### config.mk
export PLATFORM = sky130hd
export DESIGN_NAME = scalar_kalman_three_axis_core
export DESIGN_NICKNAME = d
export VERILOG_FILES = /design/src/design/skf3_pkg.sv /design/src/design/skf3_ctrl.sv /design/src/design/skf3_dpath.sv /design/src/design/scalar_kalman_three_axis_core.sv
export SDC_FILE = /design/constraint.sdc
export NUM_CORES = 2
export LEC_CHECK = 0
export BUFFER_PORTS_ARGS = -buffer_cell sky130_fd_sc_hd__buf_2
export CAP_MARGIN = 20
export CORE_UTILIZATION = 60
export CTS_CLUSTER_SIZE = 20
export DETAILED_ROUTE_END_ITERATION = 10
export GPL_ROUTABILITY_DRIVEN = 0
export GPL_TIMING_DRIVEN = 0
export MAX_ROUTING_LAYER = met4
export PLACE_DENSITY = 0.79
export SYNTH_ARGS = -nofsm -noshare
export SYNTH_HDL_FRONTEND = slang
export SYNTH_SLANG_ARGS = --single-unit
### constraint.sdc
create_clock -name aclk -period 12.95 [get_ports aclk]
set_input_delay 0 -clock aclk [delete_from_list [all_inputs] [get_ports aclk]]
set_output_delay 0 -clock aclk [all_outputs]
set_load 0.03 [all_outputs]
### src/design/skf3_pkg.sv
// Types and constants shared by the three-axis scalar Kalman filter core.
// No dependencies; used by skf3_ctrl, skf3_dpath and the top level.
package skf3_pkg;

    localparam int DATA_W    = 32;
    localparam int REG_W     = 24;
    localparam int AXIS_W    = 2;
    localparam int NUM_AXES  = 3;
    localparam int NUM_REGS  = 6;
    localparam int REG_IDX_W = 3;
    localparam int RES_W     = DATA_W + 1;
    localparam int DEN_W     = DATA_W + 1;
    localparam int REM_W     = DATA_W + 2;
    localparam int SUM_W     = DATA_W + 3;

    localparam logic [AXIS_W-1:0] AXIS_LATERAL = 2'd0;
    localparam logic [AXIS_W-1:0] AXIS_X       = 2'd1;
    localparam logic [AXIS_W-1:0] AXIS_Y       = 2'd2;
    localparam logic [AXIS_W-1:0] AXIS_NONE    = 2'd3;

    localparam logic ACTION_RESTART = 1'b0;
    localparam logic ACTION_MEASURE = 1'b1;

    localparam int REG_LAT_Q = 0;
    localparam int REG_LAT_R = 1;
    localparam int REG_X_Q   = 2;
    localparam int REG_X_R   = 3;
    localparam int REG_Y_Q   = 4;
    localparam int REG_Y_R   = 5;

    typedef struct packed {
        logic                     action;
        logic [AXIS_W-1:0]        axis;
        logic signed [DATA_W-1:0] measurement;
    } in_item_t;

    typedef struct packed {
        logic [AXIS_W-1:0]        axis_out;
        logic signed [DATA_W-1:0] estimate;
        logic [DATA_W-1:0]        predicted_covariance;
        logic [DATA_W-1:0]        covariance;
        logic                     saturated;
    } out_item_t;

    typedef logic [NUM_REGS-1:0][REG_W-1:0] noise_bank_t;

    typedef struct packed {
        logic capture;
        logic prep;
        logic div_step;
        logic mul_step;
        logic finish;
        logic commit;
    } cmd_t;

endpackage

### src/design/skf3_ctrl.sv
// Sequencer for the three-axis Kalman core: accepts items, steps the datapath
// through divide and multiply passes, and owns the result valid flag. Uses skf3_pkg.
module skf3_ctrl
    import skf3_pkg::*;
#(
    parameter int FRAC_BITS = 16
) (
    input  logic     aclk,
    input  logic     aresetn,
    input  logic     s_valid,
    output logic     s_ready,
    input  in_item_t s_item,
    output logic     m_valid,
    input  logic     m_ready,
    output cmd_t     cmd
);

    localparam int CNT_W = $clog2(FRAC_BITS + 1);
    localparam logic [CNT_W-1:0] CNT_LAST = CNT_W'(FRAC_BITS);

    localparam logic [2:0] ST_IDLE   = 3'd0;
    localparam logic [2:0] ST_PREP   = 3'd1;
    localparam logic [2:0] ST_DIV    = 3'd2;
    localparam logic [2:0] ST_MUL    = 3'd3;
    localparam logic [2:0] ST_FIN    = 3'd4;
    localparam logic [2:0] ST_COMMIT = 3'd5;

    logic [2:0]       state_reg, state_next;
    logic [CNT_W-1:0] cnt_reg, cnt_next;
    logic             m_valid_reg, m_valid_next;

    assign s_ready = (state_reg == ST_IDLE);
    assign m_valid = m_valid_reg;

    always_comb begin
        state_next = state_reg;
        cnt_next   = cnt_reg;
        cmd        = '0;
        unique case (state_reg)
            ST_IDLE: begin
                if (s_valid) begin
                    cmd.capture = 1'b1;
                    if (s_item.axis == AXIS_NONE) begin
                        state_next = ST_IDLE;
                    end else if (s_item.action == ACTION_RESTART) begin
                        state_next = ST_COMMIT;
                    end else begin
                        state_next = ST_PREP;
                    end
                end
            end
            ST_PREP: begin
                cmd.prep   = 1'b1;
                cnt_next   = '0;
                state_next = ST_DIV;
            end
            ST_DIV: begin
                cmd.div_step = 1'b1;
                if (cnt_reg == CNT_LAST) begin
                    cnt_next   = '0;
                    state_next = ST_MUL;
                end else begin
                    cnt_next = cnt_reg + 1'b1;
                end
            end
            ST_MUL: begin
                cmd.mul_step = 1'b1;
                if (cnt_reg == CNT_LAST) begin
                    cnt_next   = '0;
                    state_next = ST_FIN;
                end else begin
                    cnt_next = cnt_reg + 1'b1;
                end
            end
            ST_FIN: begin
                cmd.finish = 1'b1;
                state_next = ST_COMMIT;
            end
            ST_COMMIT: begin
                if (!m_valid_reg || m_ready) begin
                    cmd.commit = 1'b1;
                    state_next = ST_IDLE;
                end
            end
            default: begin
                state_next = ST_IDLE;
            end
        endcase
    end

    always_comb begin
        m_valid_next = m_valid_reg;
        if (cmd.commit) begin
            m_valid_next = 1'b1;
        end else if (m_ready) begin
            m_valid_next = 1'b0;
        end
    end

    always_ff @(posedge aclk) begin
        if (!aresetn) begin
            state_reg   <= ST_IDLE;
            cnt_reg     <= '0;
            m_valid_reg <= 1'b0;
        end else begin
            state_reg   <= state_next;
            cnt_reg     <= cnt_next;
            m_valid_reg <= m_valid_next;
        end
    end

`ifndef SYNTH
    a_commit_slot_free: assert property (@(posedge aclk) disable iff (!aresetn)
        cmd.commit |-> (!m_valid_reg || m_ready))
        else $error("result committed over an untaken item");

    a_one_cmd: assert property (@(posedge aclk) disable iff (!aresetn)
        $onehot0({cmd.capture, cmd.prep, cmd.div_step, cmd.mul_step, cmd.finish, cmd.commit}))
        else $error("more than one datapath command");

    a_measure_to_prep: assert property (@(posedge aclk) disable iff (!aresetn)
        (s_valid && s_ready && s_item.action == ACTION_MEASURE && s_item.axis != AXIS_NONE)
        |=> state_reg == ST_PREP)
        else $error("measurement item did not start preparation");

    a_div_to_mul: assert property (@(posedge aclk) disable iff (!aresetn)
        (state_reg == ST_DIV && cnt_reg == CNT_LAST) |=> (state_reg == ST_MUL && cnt_reg == '0))
        else $error("divide pass did not hand over to multiply");
`endif

endmodule

### src/design/skf3_dpath.sv
// Datapath of the three-axis Kalman core: per-axis state, bit-serial gain divider,
// shift-add multipliers and the result register. Uses skf3_pkg; driven by skf3_ctrl.
module skf3_dpath
    import skf3_pkg::*;
#(
    parameter int FRAC_BITS = 16
) (
    input  logic        aclk,
    input  logic        aresetn,
    input  cmd_t        cmd,
    input  in_item_t    s_item,
    input  noise_bank_t noise,
    output out_item_t   m_item
);

    localparam int KW  = FRAC_BITS + 1;
    localparam int AW1 = RES_W + KW;
    localparam int AW2 = DATA_W + KW;
    localparam logic [DATA_W-1:0] ONE_FX = DATA_W'(1) << FRAC_BITS;

    logic signed [DATA_W-1:0] est_reg [NUM_AXES];
    logic [DATA_W-1:0]        cov_reg [NUM_AXES];

    logic [AXIS_W-1:0]        axis_reg;
    logic                     action_reg;
    logic signed [DATA_W-1:0] x_reg;
    logic signed [RES_W-1:0]  res_reg;
    logic [DATA_W-1:0]        pp_reg;
    logic                     sat_reg;
    logic [DEN_W-1:0]         den_reg;
    logic                     den_zero_reg;
    logic [REM_W-1:0]         rem_reg;
    logic [KW-1:0]            k_reg;
    logic signed [AW1-1:0]    acc1_reg;
    logic [AW2-1:0]           acc2_reg;
    logic signed [DATA_W-1:0] xn_reg;
    logic [DATA_W-1:0]        pnew_reg;
    out_item_t                m_item_reg;

    logic signed [DATA_W-1:0] x_sel;
    logic [DATA_W-1:0]        cov_sel;
    logic [REG_W-1:0]         q_in_sel;
    logic [REG_W-1:0]         r_sel;
    logic [DATA_W:0]          pp_sum;
    logic [REM_W:0]           trial;
    logic                     q_bit;
    logic                     k_msb;
    logic signed [AW1-1:0]    prod_shift;
    logic signed [SUM_W-1:0]  xsum;
    logic                     x_ovf;
    logic [AW2-1:0]           pdiff;

    always_comb begin
        unique case (s_item.axis)
            AXIS_LATERAL: begin
                x_sel    = est_reg[0];
                cov_sel  = cov_reg[0];
                q_in_sel = noise[REG_LAT_Q];
            end
            AXIS_X: begin
                x_sel    = est_reg[1];
                cov_sel  = cov_reg[1];
                q_in_sel = noise[REG_X_Q];
            end
            default: begin
                x_sel    = est_reg[2];
                cov_sel  = cov_reg[2];
                q_in_sel = noise[REG_Y_Q];
            end
        endcase
    end

    always_comb begin
        unique case (axis_reg)
            AXIS_LATERAL: r_sel = noise[REG_LAT_R];
            AXIS_X:       r_sel = noise[REG_X_R];
            default:      r_sel = noise[REG_Y_R];
        endcase
    end

    assign pp_sum = {1'b0, cov_sel} + {{(DATA_W + 1 - REG_W){1'b0}}, q_in_sel};

    assign trial = {1'b0, rem_reg} - {2'b00, den_reg};
    assign q_bit = !trial[REM_W] && !den_zero_reg;
    assign k_msb = k_reg[KW-1];

    assign prod_shift = acc1_reg >>> FRAC_BITS;
    assign xsum  = {{(SUM_W - DATA_W){x_reg[DATA_W-1]}}, x_reg} + prod_shift[SUM_W-1:0];
    assign x_ovf = !((xsum[SUM_W-1:DATA_W-1] == '0) || (xsum[SUM_W-1:DATA_W-1] == '1));
    assign pdiff = {1'b0, pp_reg, {FRAC_BITS{1'b0}}} - acc2_reg;

    always_ff @(posedge aclk) begin
        if (cmd.capture) begin
            axis_reg   <= s_item.axis;
            action_reg <= s_item.action;
            x_reg      <= x_sel;
            res_reg    <= {s_item.measurement[DATA_W-1], s_item.measurement}
                          - {x_sel[DATA_W-1], x_sel};
            pp_reg     <= pp_sum[DATA_W] ? '1 : pp_sum[DATA_W-1:0];
            sat_reg    <= pp_sum[DATA_W];
        end
        if (cmd.prep) begin
            den_reg      <= {1'b0, pp_reg} + {{(DEN_W - REG_W){1'b0}}, r_sel};
            den_zero_reg <= (pp_reg == '0) && (r_sel == '0);
            rem_reg      <= {2'b00, pp_reg};
            k_reg        <= '0;
            acc1_reg     <= '0;
            acc2_reg     <= '0;
        end
        if (cmd.div_step) begin
            rem_reg <= q_bit ? {trial[REM_W-2:0], 1'b0} : {rem_reg[REM_W-2:0], 1'b0};
            k_reg   <= {k_reg[KW-2:0], q_bit};
        end
        if (cmd.mul_step) begin
            acc1_reg <= (acc1_reg <<< 1)
                        + (k_msb ? {{(AW1 - RES_W){res_reg[RES_W-1]}}, res_reg} : '0);
            acc2_reg <= (acc2_reg << 1)
                        + (k_msb ? {{(AW2 - DATA_W){1'b0}}, pp_reg} : '0);
            k_reg    <= {k_reg[KW-2:0], 1'b0};
        end
        if (cmd.finish) begin
            if (x_ovf) begin
                xn_reg <= xsum[SUM_W-1] ? {1'b1, {(DATA_W - 1){1'b0}}}
                                        : {1'b0, {(DATA_W - 1){1'b1}}};
            end else begin
                xn_reg <= xsum[DATA_W-1:0];
            end
            sat_reg  <= sat_reg | x_ovf;
            pnew_reg <= pdiff[FRAC_BITS +: DATA_W];
        end
        if (cmd.commit) begin
            m_item_reg.axis_out <= axis_reg;
            if (action_reg == ACTION_RESTART) begin
                m_item_reg.estimate             <= '0;
                m_item_reg.predicted_covariance <= '0;
                m_item_reg.covariance           <= ONE_FX;
                m_item_reg.saturated            <= 1'b0;
            end else begin
                m_item_reg.estimate             <= xn_reg;
                m_item_reg.predicted_covariance <= pp_reg;
                m_item_reg.covariance           <= pnew_reg;
                m_item_reg.saturated            <= sat_reg;
            end
        end
    end

    always_ff @(posedge aclk) begin
        if (!aresetn) begin
            for (int i = 0; i < NUM_AXES; i++) begin
                est_reg[i] <= '0;
                cov_reg[i] <= ONE_FX;
            end
        end else if (cmd.commit) begin
            for (int i = 0; i < NUM_AXES; i++) begin
                if (axis_reg == AXIS_W'(i)) begin
                    if (action_reg == ACTION_RESTART) begin
                        est_reg[i] <= '0;
                        cov_reg[i] <= ONE_FX;
                    end else begin
                        est_reg[i] <= xn_reg;
                        cov_reg[i] <= pnew_reg;
                    end
                end
            end
        end
    end

    assign m_item = m_item_reg;

endmodule

### src/design/scalar_kalman_three_axis_core.sv
// Three independent scalar Kalman filters (lateral, x, y) in fixed point with
// FRAC_BITS fraction bits. A measurement item passes through the prepare, divide,
// multiply, finish and commit states before the next item can be accepted: the gain
// comes from a restoring divider that makes one quotient bit a cycle, and the
// estimate and covariance products from two shift-add multipliers that take one
// gain bit a cycle. A restart item goes straight to the commit state; an item for
// axis code three is taken and gives no result.
// The result sits in an output register, so a new item is accepted while it waits.
module scalar_kalman_three_axis_core
    import skf3_pkg::*;
#(
    parameter int FRAC_BITS = 16
) (
    input  logic                 aclk,
    input  logic                 aresetn,
    input  logic                 s_valid,
    output logic                 s_ready,
    input  in_item_t             s_item,
    output logic                 m_valid,
    input  logic                 m_ready,
    output out_item_t            m_item,
    input  logic                 cfg_wr_en,
    input  logic [REG_IDX_W-1:0] cfg_index,
    input  logic [REG_W-1:0]     cfg_wr_data
);

    localparam int ONE_INT = 1 << FRAC_BITS;
    localparam int Q_RESET = (ONE_INT + 50) / 100;
    localparam int R_RESET = (ONE_INT + 5) / 10;

    noise_bank_t noise_reg;
    cmd_t        cmd;

    always_ff @(posedge aclk) begin
        if (!aresetn) begin
            for (int i = 0; i < NUM_REGS; i++) begin
                noise_reg[i] <= (i % 2 == 0) ? REG_W'(Q_RESET) : REG_W'(R_RESET);
            end
        end else if (cfg_wr_en) begin
            for (int i = 0; i < NUM_REGS; i++) begin
                if (cfg_index == REG_IDX_W'(i)) begin
                    noise_reg[i] <= cfg_wr_data;
                end
            end
        end
    end

    skf3_ctrl #(
        .FRAC_BITS(FRAC_BITS)
    ) u_ctrl (
        .aclk    (aclk),
        .aresetn (aresetn),
        .s_valid (s_valid),
        .s_ready (s_ready),
        .s_item  (s_item),
        .m_valid (m_valid),
        .m_ready (m_ready),
        .cmd     (cmd)
    );

    skf3_dpath #(
        .FRAC_BITS(FRAC_BITS)
    ) u_dpath (
        .aclk    (aclk),
        .aresetn (aresetn),
        .cmd     (cmd),
        .s_item  (s_item),
        .noise   (noise_reg),
        .m_item  (m_item)
    );

endmodule

After elaboration in Yosys (flattened, before gate mapping)
Memory sizes are Yosys's and may differ from the RTL's. Cells that the tools add are included.

Register bits after elaboration: 600. RAM bits: 192. Bits of input ports: 67. Output and inout port bits: 101. Word-level logic and storage cells: 180. Memories: 2.

Add/sub/neg operators: 9. Eq/ne operators: 20. Muxes and demuxes: 78. Bitwise gates (word level): 13. Reduce and logical (&&, ||, !) cells: 29.

Memory list: u_dpath.cov_reg (words 3, width 32, read ports 3, clocked after memory_dff 0, wr ports 3, RTL line skf3_dpath.sv:22) `logic [DATA_W-1:0] cov_reg [NUM_AXES];`; u_dpath.est_reg (words 3, width 32, read ports 3, clocked after memory_dff 0, wr ports 3, RTL line skf3_dpath.sv:21) `logic signed [DATA_W-1:0] est_reg [NUM_AXES];`.

Operator list (count): 2-to-1 mux 32 bit (15); 2-to-1 mux 50 bit (3); case mux 32 bit (2 select lines) (2); 2-to-1 mux 34 bit (3); 2-to-1 mux 48 bit (2); case mux 24 bit (2 select lines) (2); adder 32 x 24 -> 33 bit (2); 2-to-1 mux 17 bit (3); adder 50 bit (1); adder 48 x 32 -> 48 bit (1); subtractor 48 bit (1); 2-to-1 mux 1 bit (39); adder 32 x 34 -> 35 bit (1); subtractor 34 x 33 -> 35 bit (1); subtractor 32 x 32 -> 33 bit (1); zero test 32 bit (1); zero test 24 bit (1); 2-to-1 mux 3 bit (6); case mux 3 bit (6 select lines) (1); bitwise OR 1 bit (13); == test 3 x 2 -> 1 bit, second input constant (4); == test 3 bit, second input constant (4); AND reduction 2 bit (6); case mux 5 bit (2 select lines) (1); other kinds (19) (35).

Depth between registers and ports, before layout
Depth in word-level cells: 9. Depth in mapped cells: 21. Gate-level depth less buffers: 16.

Hierarchy
A second synthesis with hierarchy kept.

Cell total of the unflattened synthesis: 4467. Area, all modules: 45631.3 µm².

By module, submodules not included: skf3_dpath (instances 1, cells an instance 3890, area each 39591.7 µm²); scalar_kalman_three_axis_core (instances 1, cells an instance 507, area each 5439.0 µm²); skf3_ctrl (instances 1, cells an instance 70, area each 600.6 µm²).

Worst setup path before layout
No wires, ideal clock.

Path kind: register to register. Start: register u_ctrl.state_reg[2]. End: memory u_dpath.cov_reg[0][0] (enable). Library setup time: 0.424 ns. Arrival: 7.911 ns. Data required time: 12.526 ns. Slack: 4.616 ns. Stages on the path, launching flop included: 9. Path buffers: 3. Clock period less this slack: 8.334 ns. Cells stage by stage: dfxtp_1 > clkbuf_1 > nand3b_1 > nor2b_1 > nand2_1 > or3_1 > clkbuf_1 > buf_1 > nand2_1.

RTL lines: from (decl) (RTL line skf3_ctrl.sv:28) `logic [2:0] state_reg, state_next;`; from (signal assigned) (RTL line skf3_ctrl.sv:106) `state_reg <= state_next;`; to (decl) (RTL line skf3_dpath.sv:22).

Worst setup path in the final report
Start: input s_item[33] in the netlist's numbering. End: register u_dpath.pp_reg[21], data pin.

Word-level cells in the longest chain between the ends: 3.

RTL lines: from (decl) (RTL line scalar_kalman_three_axis_core.sv:18) `input in_item_t s_item,`; == test 2 x 1 -> 1 bit / zero test 2 bit (equally long branches) (RTL line skf3_dpath.sv:54) `unique case (s_item.axis)`; case mux 32 bit (2 select lines) / case mux 24 bit (2 select lines) (equally long branches) (RTL line skf3_dpath.sv:54); adder 32 x 24 -> 33 bit * (RTL line skf3_dpath.sv:81) `assign pp_sum = {1'b0, cov_sel} + {{(DATA_W + 1 - REG_W){1'b0}}, q_in_sel};`; to (signal assigned) (RTL line skf3_dpath.sv:99) `pp_reg <= pp_sum[DATA_W] ? '1 : pp_sum[DATA_W-1:0];`; to (decl) (RTL line skf3_dpath.sv:28) `logic [DATA_W-1:0] pp_reg;`.

Every way passes the cells marked *; elsewhere a longest branch is shown, timed or not. A chain may end at the register's enable or synchronous reset.

==> flow_summary.yaml <==
logic_synthesis:
  synthesis.nets: 4771
  synthesis.instances: 4438
  synth_edf_count: 638
  yosys.area.top_type: "edfxtp_1"
  netlist_area_sq_um: 44500
  netlist.area_leader.share: 0.4306
  seq_area_frac_synth: 0.4998
  synth-seq-cells: 792
  synth.avg_cell_area_sq_um: 10.03
  yosys-top-cells-area: "edfxtp_1, ha_1, dfxtp_1"
  yosys_most_used_dff: "edfxtp_1"
  async_flop_share: 0
  synth.distinct_cells: 91
  yosysWarningCount: 0
sta:
  period_share: 0.5392
  worstMarginPinSlew_ps: 1107
  finalWorstSetupSlack_ps: 5968
  setup_viol_count_final: 0
  hold_viol_final: 0
  period_needed_ps: 6982
  fin_tns_setup_ps: 0
  relSlewSlack: 0.2622
  hold_slack_ps: 37.29
  finalMaxSlewViolations: 0
  fmax_ghz: 0.1432
  finalClockSkew_ps: 31.34
  rsz0062_at_grt: "false"
power_and_ir_drop:
  p_leak_nw: 20.56
  clockPowerShare: 0.240
  power_switching_mw: 3.950
  ir_worst_vdd_uv: 124.0
  p_int_mw: 6.456
  powerDensity_nw_per_um2: 206.6
  power_mw: 10.41
  pwr-share-seq: 0.356
  comb_power_share: 0.404
  swShare: 0.3796
cts:
  clkLatencyLatePin_ps: 650
  numCtsBuffers: 83
  root_buffer: "clkbuf_16"
  cts_tree: "done"
  cts.htree.levels: 3
  cts_sinks: 792
  cts_resized: 0
  clockBufferDepth: 3
  clk_pin_slew_worst_paths_ps: 60
status:
  run_status: "finished, violations left"
  violations: "design-rule violations"
drt:
  drc: 7
  wl_mm: 125.4
  via_per_inst: 6.164
  wl_per_cell_um: 21.64
  vias: 35720
  drtAntennaViolNets: 0
  drt_iter0_markers: 4106
  drt-pass1-iter-count: 11
die:
  die_h_um: 274.3
  initial_core_util: 0.6078
  io_pins: 168
  die_area_sq_um: 75250
  core_sq_um: 73210
  die_w_um: 274.3
  rows: 99
final_layout:
  drive_gt1_frac: 0.07882
  finalNetCount: 5104
  area_growth_pct: 13.18
  fin_util: 0.6879
  largest_reg_flops: 144
  final_cells: 5795
  finalInstanceArea_sq_um: 50360
  fillers: 5322
grt:
  grt_usage: 0.3388
  grt_first_pass_wirelength_mm: 189.5
  grt_pass1_vias: 33920
  gr-total-overflow: 0
  grt_start_max_net_pins: 66
  antenna_found_initial: 3
run:
  maxCapViolCount: 0
min_path:
  holdCritPathClass: "input pin to flip-flop"
critical_path:
  worstPathRequired_ps: 13330
  worst-endpoint-arrival_ps: 7360
  crit_path_end_kind: "flip-flop"
  critical_path_class: "input pin to flip-flop"
  cp_max_fo: 10
  rrSetupSlack_ps: 7440
  crit_path_start_kind: "input pin"
placed_design:
  place_hpwl_mm: 89.41
  place.port_buffers: 167
  placed_cell_area_sq_um: 46840
  placed_cells: 5575
  pre_cts_ws_ps: 6036
## cell usage in the layout (no fill, tap or decap), drive strengths merged, types with 21 or more instances in the layout
cell,n
nand3,95
nand2,639
nor2b,36
o21ai,264
clkbuf,256
a21o,118
xnor2,139
nand4,34
xor2,87
a21boi,137
dfxtp,154
nor4,24
and3,32
or3,29
mux2i,146
o21a,50
nor2,351
or2,21
a21oi,212
inv,249
ha,259
nand2b,35
and2,197
edfxtp,638
buf,206
clkinv,22
dlygate4sd3,68
a211oi,36
nor3,61
o21bai,32
a31oi,31
## cell families after synthesis
logic type      after synthesis  synth area share
fa+ha+maj                   266           0.07598
flops                       792            0.4998
buf+inv                     423           0.03684
xor+xnor                    226           0.04448
compound gates              999            0.1453
simple gates               1585            0.1645
mux                         147           0.03310
## Yosys cell counts (8+ instances only)
master    instances
nor4_1           24
nand4_1          34
a31oi_1          30
o31ai_1          10
nor3b_1           8
o21ai_0         255
a21boi_1         21
a21o_1          117
a211oi_1         36
inv_1           245
o21ai_1           9
nand2b_1         35
ha_1            259
clkbuf_1        151
a21oi_1         211
xnor2_1         139
or2_2            21
and3_1           32
xor2_1           87
a21boi_0        115
edfxtp_1        638
o211ai_1         15
nor2_1          350
dfxtp_1         154
o21bai_1         31
or3_1            28
and2_1          197
mux2i_1         146
o21a_1           50
nand3_1          95
nand2_1         638
buf_1            13
nor2b_1          36
nor3_1           61
## final cells by class
class                           count  area (sq um)  share of cell area
Antenna cell                        2         5.005          0.00009938
Clock inverter                     44         536.8             0.01066
Sequential cell                   792         22240              0.4416
Multi-Input combinational cell   3223         20670              0.4104
Timing Repair Buffer              248          1799             0.03573
Tap cell                          959          1200             0.02383
Inverter                          245         924.6             0.01836
Clock buffer                      104          2265             0.04497
Buffer                            178         719.4             0.01429
## worst paths after layout
| path | from | endpoint | depth (start not counted) |
|---|---|---|---|
| max | s_item[33] | u_dpath.pp_reg[21] | 22 |
| min reg2reg | u_dpath.k_reg[0] | u_dpath.k_reg[0] | 2 |
| max reg2reg | u_dpath.axis_reg[0] | u_dpath.den_reg[24] | 18 |
| min | s_item[21] | u_dpath.res_reg[23] | 4 |
## critical path: stages
cell and delay (ps):
dlygate4sd3_1 510, buf_2 200, clkbuf_1 260, clkbuf_1 350
clkbuf_8 330, clkbuf_1 600, clkbuf_1 730, o21ai_0 460
ha_1 350, fa_1 410, a21oi_1 210, o22ai_1 170
o41ai_1 370, a21oi_1 180, o41ai_2 360, o21ai_1 200
a21o_1 220, a21oi_1 540, or3_1 190, buf_2 280
buf_2 310, nand2_1 90
## timing repair
item                       4_1_cts  5_1_grt
hold endpoints to repair       180        0
hold buffers                    68        0
setup endpoints to repair        0        0
setup buffers                    0        0
## routing by layer
metal / part of all wire / global-route usage / wire (um)
met5: 0 / - / 0
met4: 0.051 / 0.1613 / 6361
met3: 0.10 / 0.05447 / 12940
met2: 0.44 / 0.5003 / 54940
met1: 0.41 / 0.4568 / 51150
## power groups by stage
stage / Clock (mW) / Sequential, mW / Combinational [mW]
2_1_floorplan: 0 / 3.62 / 3.03
3_3_place_gp: 0 / 3.78 / 3.90
3_5_place_dp: 0 / 3.73 / 4.06
4_1_cts: 2.50 / 3.68 / 4.13
5_1_grt: 2.59 / 3.72 / 4.60
6_report: 2.50 / 3.70 / 4.21
Note: power is estimated with default switching activity, not from simulation.
